`src/psa_pkg.sv`:
```
// shared types and constants for the priority scheduler with aging
package psa_pkg;

  localparam int TASK_SLOTS_DEF = 16;
  localparam int SLOT_W         = 4;
  localparam int SLOT_SPAN      = 1 << SLOT_W;
  localparam int PRIO_W         = 6;
  localparam int DYN_W          = 8;
  localparam int STAMP_W        = 16;

  localparam logic signed [DYN_W-1:0] DYN_FLOOR = {1'b1, {(DYN_W-1){1'b0}}};

  typedef enum logic [1:0] {
    CMD_ADD    = 2'd0,
    CMD_REMOVE = 2'd1,
    CMD_SETP   = 2'd2,
    CMD_SCHED  = 2'd3
  } cmd_t;

  typedef enum logic [1:0] {
    STAT_OK      = 2'd0,
    STAT_USED    = 2'd1,
    STAT_EMPTY   = 2'd2,
    STAT_NO_TASK = 2'd3
  } status_t;

  typedef enum logic [1:0] {
    ST_IDLE,
    ST_SCAN,
    ST_DONE
  } state_t;

  typedef enum logic [2:0] {
    OP_NONE,
    OP_ADD,
    OP_REMOVE,
    OP_SETP,
    OP_AGE
  } cell_op_t;

  // broadcast from the control to every cell
  typedef struct packed {
    cell_op_t                 op;
    logic [SLOT_W-1:0]        slot;
    logic signed [PRIO_W-1:0] prio;
    logic [STAMP_W-1:0]       stamp;
  } cell_ctrl_t;

  // running best candidate handed along the chain
  typedef struct packed {
    logic                    found;
    logic signed [DYN_W-1:0] dyn;
    logic [STAMP_W-1:0]      stamp;
  } cand_t;

endpackage

```
`src/psa_cell.sv`:
```
// one task slot of the chain: slot state plus a registered compare stage
module psa_cell #(
  parameter int IDX_W    = 4,
  parameter int CELL_IDX = 0
) (
  input  logic               clk,
  input  logic               rst,
  input  psa_pkg::cell_ctrl_t ctrl,
  input  logic [IDX_W-1:0]   best_idx,
  input  psa_pkg::cand_t     cand_in,
  input  logic [IDX_W-1:0]   idx_in,
  output psa_pkg::cand_t     cand_out,
  output logic [IDX_W-1:0]   idx_out,
  output logic               valid
);
  import psa_pkg::*;

  logic signed [PRIO_W-1:0] static_prio;
  logic signed [DYN_W-1:0]  dyn_prio;
  logic [STAMP_W-1:0]       insert_stamp;

  logic hit;
  logic is_best;
  logic own_better;

  // only the first slot span is reachable by the slot field
  assign hit     = (CELL_IDX < SLOT_SPAN) && (ctrl.slot == SLOT_W'(CELL_IDX));
  assign is_best = (best_idx == IDX_W'(CELL_IDX));

  // strict compares keep the earlier cell on a full tie
  assign own_better = valid &&
                      (!cand_in.found || (dyn_prio < cand_in.dyn) ||
                       ((dyn_prio == cand_in.dyn) && (insert_stamp < cand_in.stamp)));

  always_ff @(posedge clk) begin
    if (rst) begin
      valid <= 1'b0;
    end else begin
      unique case (ctrl.op)
        OP_ADD:    if (hit) valid <= 1'b1;
        OP_REMOVE: if (hit) valid <= 1'b0;
        default:   ;
      endcase
    end
  end

  always_ff @(posedge clk) begin
    unique case (ctrl.op)
      OP_ADD: begin
        if (hit) begin
          static_prio  <= ctrl.prio;
          dyn_prio     <= DYN_W'(ctrl.prio);
          insert_stamp <= ctrl.stamp;
        end
      end
      OP_SETP: begin
        if (hit) begin
          static_prio <= ctrl.prio;
          dyn_prio    <= DYN_W'(ctrl.prio);
        end
      end
      OP_AGE: begin
        if (is_best) begin
          dyn_prio <= DYN_W'(static_prio);
        end else if (valid && (dyn_prio != DYN_FLOOR)) begin
          dyn_prio <= dyn_prio - DYN_W'(1);
        end
      end
      OP_NONE, OP_REMOVE: ;
      default: ;
    endcase
  end

  always_ff @(posedge clk) begin
    if (rst) begin
      cand_out.found <= 1'b0;
    end else begin
      cand_out.found <= cand_in.found | valid;
    end
    if (own_better) begin
      cand_out.dyn   <= dyn_prio;
      cand_out.stamp <= insert_stamp;
      idx_out        <= IDX_W'(CELL_IDX);
    end else begin
      cand_out.dyn   <= cand_in.dyn;
      cand_out.stamp <= cand_in.stamp;
      idx_out        <= idx_in;
    end
  end

endmodule

```
`src/priority_scheduler_with_aging.sv`:
```
// top level of the priority scheduler with aging: command control and cell chain
// usage
//   s_* carries command items, m_* result items; one result per command, in order
//   s_tuser holds the command (add, remove, set priority, schedule), s_tdata
//   the slot index and the static priority of add and set priority
//   m_tdata holds the chosen slot (zero unless a schedule picked a task),
//   m_tuser the status (ok, slot used, slot empty, no task)
// timing
//   add, remove, set priority: the accepted command moves to the done state, which
//   loads the output register once it is free; m_tvalid rises as s_tready returns
//   schedule: the running best candidate walks the chain one registered cell per
//   cycle while the scan counter runs, then the done state loads the output register
//   as for the other commands; pick and aging happen in the same cycle
//   one command is in the block at a time; s_tready is high only when idle
// reset
//   rst (synchronous, active high) empties every slot, clears the insert stamp
//   counter and drops m_tvalid
// stalls
//   a result waits in the output register while m_tready is low; the next command
//   can still be taken, but its result is held until the output register frees up
module priority_scheduler_with_aging #(
  parameter int TASK_SLOTS = psa_pkg::TASK_SLOTS_DEF
) (
  input  logic        clk,
  input  logic        rst,
  input  logic        s_tvalid,
  output logic        s_tready,
  input  logic [15:0] s_tdata,   // [3:0] slot_index, [9:4] priority_req, rest zero
  input  logic [1:0]  s_tuser,   // [1:0] cmd
  output logic        m_tvalid,
  input  logic        m_tready,
  output logic [7:0]  m_tdata,   // [3:0] chosen_slot, rest zero
  output logic [1:0]  m_tuser    // [1:0] status
);
  import psa_pkg::*;

  localparam int IDX_W = (TASK_SLOTS > 1) ? $clog2(TASK_SLOTS) : 1;

  state_t state;
  state_t state_next;

  // captured command
  cmd_t                     cmd_q;
  logic [SLOT_W-1:0]        slot_q;
  logic signed [PRIO_W-1:0] prio_q;

  logic [IDX_W-1:0]   cnt;
  logic [STAMP_W-1:0] stamp_counter;

  // chain wiring, entry 0 feeds the first cell
  cand_t            cand_chain [TASK_SLOTS+1];
  logic [IDX_W-1:0] idx_chain  [TASK_SLOTS+1];
  logic [TASK_SLOTS-1:0] valid_vec;

  cell_ctrl_t ctrl;
  logic       in_accept;
  logic       out_free;
  logic       fire;
  logic       in_range;
  logic       cur_valid;
  logic [IDX_W-1:0] slot_idx;
  cell_op_t   op_sel;
  status_t    status_sel;
  logic [SLOT_W-1:0] chosen_sel;

  assign in_accept = s_tvalid && s_tready;
  assign out_free  = !m_tvalid || m_tready;

  // slot lookup for add, remove and set priority
  assign slot_idx  = IDX_W'(slot_q);
  assign in_range  = (32'(slot_q) < TASK_SLOTS);
  assign cur_valid = in_range && valid_vec[slot_idx];

  // ---------------------------------------------------------------- fsm
  always_comb begin
    state_next = state;
    unique case (state)
      ST_IDLE: begin
        if (in_accept) begin
          state_next = (cmd_t'(s_tuser) == CMD_SCHED) ? ST_SCAN : ST_DONE;
        end
      end
      ST_SCAN: begin
        if (cnt == IDX_W'(TASK_SLOTS - 1)) state_next = ST_DONE;
      end
      ST_DONE: begin
        if (out_free) state_next = ST_IDLE;
      end
      default: state_next = ST_IDLE;
    endcase
  end

  always_ff @(posedge clk) begin
    if (rst) begin
      state <= ST_IDLE;
    end else begin
      state <= state_next;
    end
  end

  // ---------------------------------------------------------------- outputs
  always_comb begin
    s_tready   = (state == ST_IDLE);
    fire       = (state == ST_DONE) && out_free;
    op_sel     = OP_NONE;
    status_sel = STAT_OK;
    chosen_sel = '0;
    unique case (cmd_q)
      CMD_ADD: begin
        if (cur_valid || !in_range) status_sel = STAT_USED;
        else                        op_sel     = OP_ADD;
      end
      CMD_REMOVE: begin
        if (cur_valid) op_sel     = OP_REMOVE;
        else           status_sel = STAT_EMPTY;
      end
      CMD_SETP: begin
        if (cur_valid) op_sel     = OP_SETP;
        else           status_sel = STAT_EMPTY;
      end
      CMD_SCHED: begin
        if (cand_chain[TASK_SLOTS].found) begin
          op_sel     = OP_AGE;
          chosen_sel = SLOT_W'(idx_chain[TASK_SLOTS]);
        end else begin
          status_sel = STAT_NO_TASK;
        end
      end
      default: ;
    endcase
    ctrl.op    = fire ? op_sel : OP_NONE;
    ctrl.slot  = slot_q;
    ctrl.prio  = prio_q;
    ctrl.stamp = stamp_counter;
  end

  // ---------------------------------------------------------------- registers
  always_ff @(posedge clk) begin
    if (in_accept) begin
      cmd_q  <= cmd_t'(s_tuser);
      slot_q <= s_tdata[3:0];
      prio_q <= s_tdata[9:4];
    end
  end

  // scan counter: one cell per cycle
  always_ff @(posedge clk) begin
    if (rst) begin
      cnt <= '0;
    end else if (in_accept) begin
      cnt <= '0;
    end else if (state == ST_SCAN) begin
      cnt <= cnt + IDX_W'(1);
    end
  end

  // insert stamp advances on every successful add, wrapping
  always_ff @(posedge clk) begin
    if (rst) begin
      stamp_counter <= '0;
    end else if (ctrl.op == OP_ADD) begin
      stamp_counter <= stamp_counter + STAMP_W'(1);
    end
  end

  // output register
  always_ff @(posedge clk) begin
    if (rst) begin
      m_tvalid <= 1'b0;
    end else if (fire) begin
      m_tvalid <= 1'b1;
    end else if (m_tready) begin
      m_tvalid <= 1'b0;
    end
  end

  always_ff @(posedge clk) begin
    if (fire) begin
      m_tdata <= {4'b0, chosen_sel};
      m_tuser <= status_sel;
    end
  end

  // ---------------------------------------------------------------- cell chain
  assign cand_chain[0] = '{found: 1'b0, dyn: '0, stamp: '0};
  assign idx_chain[0]  = '0;

  for (genvar i = 0; i < TASK_SLOTS; i++) begin : g_cell
    psa_cell #(
      .IDX_W    (IDX_W),
      .CELL_IDX (i)
    ) u_cell (
      .clk      (clk),
      .rst      (rst),
      .ctrl     (ctrl),
      .best_idx (idx_chain[TASK_SLOTS]),
      .cand_in  (cand_chain[i]),
      .idx_in   (idx_chain[i]),
      .cand_out (cand_chain[i+1]),
      .idx_out  (idx_chain[i+1]),
      .valid    (valid_vec[i])
    );
  end

endmodule

```
`config.mk`:
```
export PLATFORM = sky130hd
export DESIGN_NAME = priority_scheduler_with_aging
export DESIGN_NICKNAME = d
export VERILOG_FILES = /design/src/psa_pkg.sv /design/src/psa_cell.sv /design/src/priority_scheduler_with_aging.sv
export SDC_FILE = /design/constraint.sdc
export NUM_CORES = 2
export LEC_CHECK = 0
export ABC_AREA = 1
export ABC_CLOCK_PERIOD_IN_PS = 19000
export BUFFER_PORTS_ARGS = -buffer_cell sky130_fd_sc_hd__buf_2
export CORE_UTILIZATION = 30
export DETAILED_ROUTE_END_ITERATION = 12
export GPL_TIMING_DRIVEN = 0
export PLACE_DENSITY = 0.49
export SKIP_CTS_REPAIR_TIMING = 1
export SLEW_MARGIN = 25
export SYNTH_ARGS = -nofsm -noshare
export SYNTH_HDL_FRONTEND = slang
export SYNTH_HIERARCHICAL = 1
export SYNTH_SLANG_ARGS = --single-unit
```
`constraint.sdc`:
```
create_clock -name clk -period 19 [get_ports clk]
set_input_delay 3.8 -clock clk [delete_from_list [all_inputs] [get_ports clk]]
set_output_delay 3.8 -clock clk [all_outputs]
set_load 0.03 [all_outputs]
```
Word-level counts from Yosys, hierarchy flattened
Cells that the tools add are included.
{ "word_totals": {"ram_bits": 0, "rom_bits": 0, "latchBits": 0, "ff_bits": 962, "word_cells": 654, "out_inout_bits": 12, "mem_count": 0, "inputBits": 22} }
{ "op_classes": {"bitwise": 15, "order_cmp": 31, "add_sub_neg": 18, "n_div": 0, "multipliers": 0, "n_mux": 146, "shift": 0, "n_reduce_logical": 171, "eq_ne": 139} }
{ "op_table": {"columns": ["cell", "n"], "rows": [
  ["2-to-1 mux 8 bit", 48],
  ["2-to-1 mux 24 bit", 14],
  ["case mux 8 bit (2 select lines)", 16],
  ["< comparator 16 bit", 15],
  ["!= test 8 bit (second input constant)", 16],
  ["subtractor 8 x 2 -> 8 bit (second input constant)", 16],
  ["== test 8 bit", 15],
  ["< comparator 8 bit", 15],
  ["AND reduction 3 bit", 33],
  ["!= test 2 x 1 -> 1 bit (second input constant)", 49],
  ["== test 4 bit (second input constant)", 17],
  ["AND reduction 2 bit", 33],
  ["logical AND 1 bit", 48],
  ["!= test 3 x 1 -> 1 bit (second input constant)", 16],
  ["2-to-1 mux 1 bit", 38],
  ["== test 4 x 3 -> 1 bit (second input constant)", 8],
  ["case mux 1 bit (2 select lines)", 16],
  ["logical OR 1 bit", 31],
  ["adder 16 x 1 -> 16 bit (second input constant)", 1],
  ["== test 4 x 2 -> 1 bit (second input constant)", 4],
  ["logical NOT 1 bit", 16],
  ["2-to-1 mux 2 bit", 8],
  ["OR 1 bit", 15],
  ["case mux 2 bit (3 select lines)", 2],
  ["other kinds (16)", 30]
]} }

Logic depth before layout (Yosys ltp)
{ "logic_depth": {"ltp_word": 9, "depth_mapped": 19, "ltp_nobuf": 18} }

Cells and area by module
The synthesis kept the hierarchy.
{ "modules_own_cells": {"columns": ["mod", "cells_each", "seq_area_each_um2", "n_inst", "area_per_inst_um2"], "rows": [
  ["psa_cell (g_cell[10].u_cell ...)", 331, 1501.4, 3, 3016.6],
  ["psa_cell (g_cell[11].u_cell ...)", 336, 1501.4, 2, 3002.9],
  ["psa_cell (g_cell[13].u_cell ...)", 331, 1501.4, 2, 2984.1],
  ["psa_cell (g_cell[4].u_cell ...)", 326, 1501.4, 2, 2894.0],
  ["psa_cell (g_cell[1].u_cell ...)", 325, 1501.4, 2, 2892.8],
  ["psa_cell (g_cell[0].u_cell)", 328, 1501.4, 1, 3040.4],
  ["psa_cell (g_cell[12].u_cell)", 332, 1501.4, 1, 3026.7],
  ["psa_cell (g_cell[3].u_cell)", 334, 1501.4, 1, 2995.4],
  ["psa_cell (g_cell[15].u_cell)", 330, 1501.4, 1, 2979.1],
  ["psa_cell (g_cell[9].u_cell)", 323, 1501.4, 1, 2919.0],
  ["priority_scheduler_with_aging", 288, 1001.0, 1, 2157.1]
]} }

Worst setup path after synthesis
Ideal clock, no wire load.
{ "synth_path": {"path_kind": "input port to flip-flop", "startpoint": "in m_tready", "endpoint": "reg g_cell[0].u_cell.insert_stamp[0], enable pin", "stages": 5, "setup_time_ns": 0.627, "arrival_ns": 9.241, "n_path_buf": 0, "t_required_ns": 18.373, "path_slack_ns": 9.132, "path_cell_list": "nor2_1 nor2_2 inv_1 nor3_1 nor2_1"} }
{ "synth_rtl": {"columns": ["element", "line_no", "source"], "rows": [
  ["from (decl)", "priority_scheduler_with_aging.sv:31", "input logic m_tready,"],
  ["to (signal assigned)", "psa_cell.sv:53", "insert_stamp <= ctrl.stamp;"],
  ["to (decl)", "psa_cell.sv:20", "logic [STAMP_W-1:0] insert_stamp;"]
]} }

==> results.toml <==
[outcome]
status = "finished, final reports clean"

[run]
cap_violations = 0

[global_routing]
antenna_found_initial = 5
grt_pass1_wl_mm = 203
globalRouteTotalUtil_pct = 16.1
gr-total-overflow = 0
grt_pass1_vias = 35000
grt_max_degree = 34

[sta]
period_share_pct = 35.0
fin_skew_ps = 29.1
fin_setup_tns_ps = 0
hold_viol = 0
slew_headroom_pct = 26.1
rsz0062_at_grt = "false"
max_slew.worst_pin.slew_ps = 1110
maxSlewViolCount = 0
fmax_mhz = 151
period_minus_slack_ps = 6640
setup_violations = 0

[cts]
clk_pin_slew_ps = 60
cts_sinks = 977
cts_htree_levels = 3
cts_root_buf = "clkbuf_16"
cts_buffer_depth = 3
cts_buffers = 109
cts_tree = "yes"
clk_latency_ps = 720

[floorplan]
coreArea_mm2 = 0.161
die_x_um = 406
num_rows = 147
pin_count = 34
dieArea_mm2 = 0.164
start_util_pct = 30.3
die_y_um = 406

[logic_synthesis]
syn_inst = 5463
ys.warnings.count = 6
avgSynthCellArea_um2 = 8.94
syn_area_mm2 = 0.0489

[detailed_routing]
wl_per_cell_um = 16.5
firstDrtPassIters = 6
drc = 0
via_count = 35800
wl_mm = 132
via_per_inst = 4.49
drtIter0Drc = 2357
ant_nets = 0

[cells_and_area]
area_growth_pct = 15.5
finalInstanceArea_mm2 = 0.0564
finalNetCount = 6124
drive_gt1_share_pct = 11.6
utilization_pct = 35.0
fillCellCount = 16500

[placement]
portBuffers = 23
dp_hpwl_mm = 95.7
dpl_cell_area_mm2 = 0.0527
gp_congestion = 0.830

[worst_setup_path]
required_ps = 19340
cp.arrival_ps = 6980
worstSetupEndpointType = "register"
path_class = "in2reg"
critPathLaunchType = "input port"
path_max_fanout = 22

[power_and_ir_drop]
p_leak_nw = 26.5
vdd_drop_max_mv = 0.0660
powerDensity_mw_per_mm2 = 86.3

[worst_hold_path]
hp-class = "reg2reg"
-- final cells by class --
cell class / instances / area (µm²) / area share [%]
Tap cell: 2160 / 2700 / 4.79
Buffer: 117 / 1040 / 1.84
Timing Repair Buffer: 65 / 810 / 1.43
Antenna cell: 5 / 12.5 / 0.0222
Inverter: 836 / 3140 / 5.57
Multi-Input combinational cell: 3590 / 20400 / 36.1
Clock buffer: 157 / 3320 / 5.89
Clock inverter: 48 / 423 / 0.749
Sequential cell: 977 / 24600 / 43.6
-- flip-flops by register name, summed over array words and instances (netlist names), 4 cells and up --
signal	cells
cnt	4
g_cell.u_cell/dyn_prio	128
g_cell.u_cell/insert_stamp	256
g_cell.u_cell/valid	16
stamp_counter	16
slot_idx	4
g_cell.u_cell/idx_out	64
g_cell.u_cell/cand_out	376
m_tdata	4
g_cell.u_cell/static_prio	96
prio_q	6
-- power by group --
part	internal (mW)	switching, mW	leakage (nW)
Clock	1.28	0.885	1.85
Combinational	0.131	0.205	15.6
Sequential	2.29	0.0744	9.01
-- final timing paths --
kind                           startpoint                            end  slack, ps  depth (start not counted)
max                              m_tready  g_cell[11].u_cell/dyn_prio[6]      12360                         11
min          g_cell[10].u_cell/idx_out[1]   g_cell[11].u_cell/idx_out[1]        410                          2
max reg2reg                   slot_idx[0]  g_cell[11].u_cell/dyn_prio[6]      13820                         17
min reg2reg  g_cell[10].u_cell/idx_out[1]   g_cell[11].u_cell/idx_out[1]        410                          2
-- critical path: stages --
cell	delay, ps
buf_2	80
nor2_1	60
nor2_2	360
inv_1	230
nor2_4	480
buf_16	220
buf_12	200
inv_1	90
nor3_1	740
nor2_1	100
nor2_1	580
-- metal layers --
layer	share of wire (%)	wire, µm	GRT usage (%)	vias to the layer above
met5	0	0	0	-
met4	2.3	3000	4.13	0
met3	4.1	5380	2.17	178
met2	48	63100	27.5	623
met1	46	60100	21.2	16700
li1	-	-	-	18200
-- metrics by stage --
step	hold slack [ps]	worst slack, ps	std cells	power (mW)
floorplan	386	9130	5520	2.62
global placement	401	4430	7703	2.74
detailed placement	395	11600	7745	2.75
CTS	417	12400	7950	4.94
global route	428	12130	7950	5.08
finish	411	12360	7955	4.87
-- placed cells by master (no fill, tap or decap), types with 64 or more instances in the layout --
master        n
nand2_2     220
o211ai_1     64
nand2_1    1392
inv_1       827
dfxtp_1     463
o21ai_0      94
ha_1        406
nand3_1     474
edfxtp_1    498
clkbuf_16   120
a21oi_1     185
nor2_1      325
(Power assumes the default switching activity.)
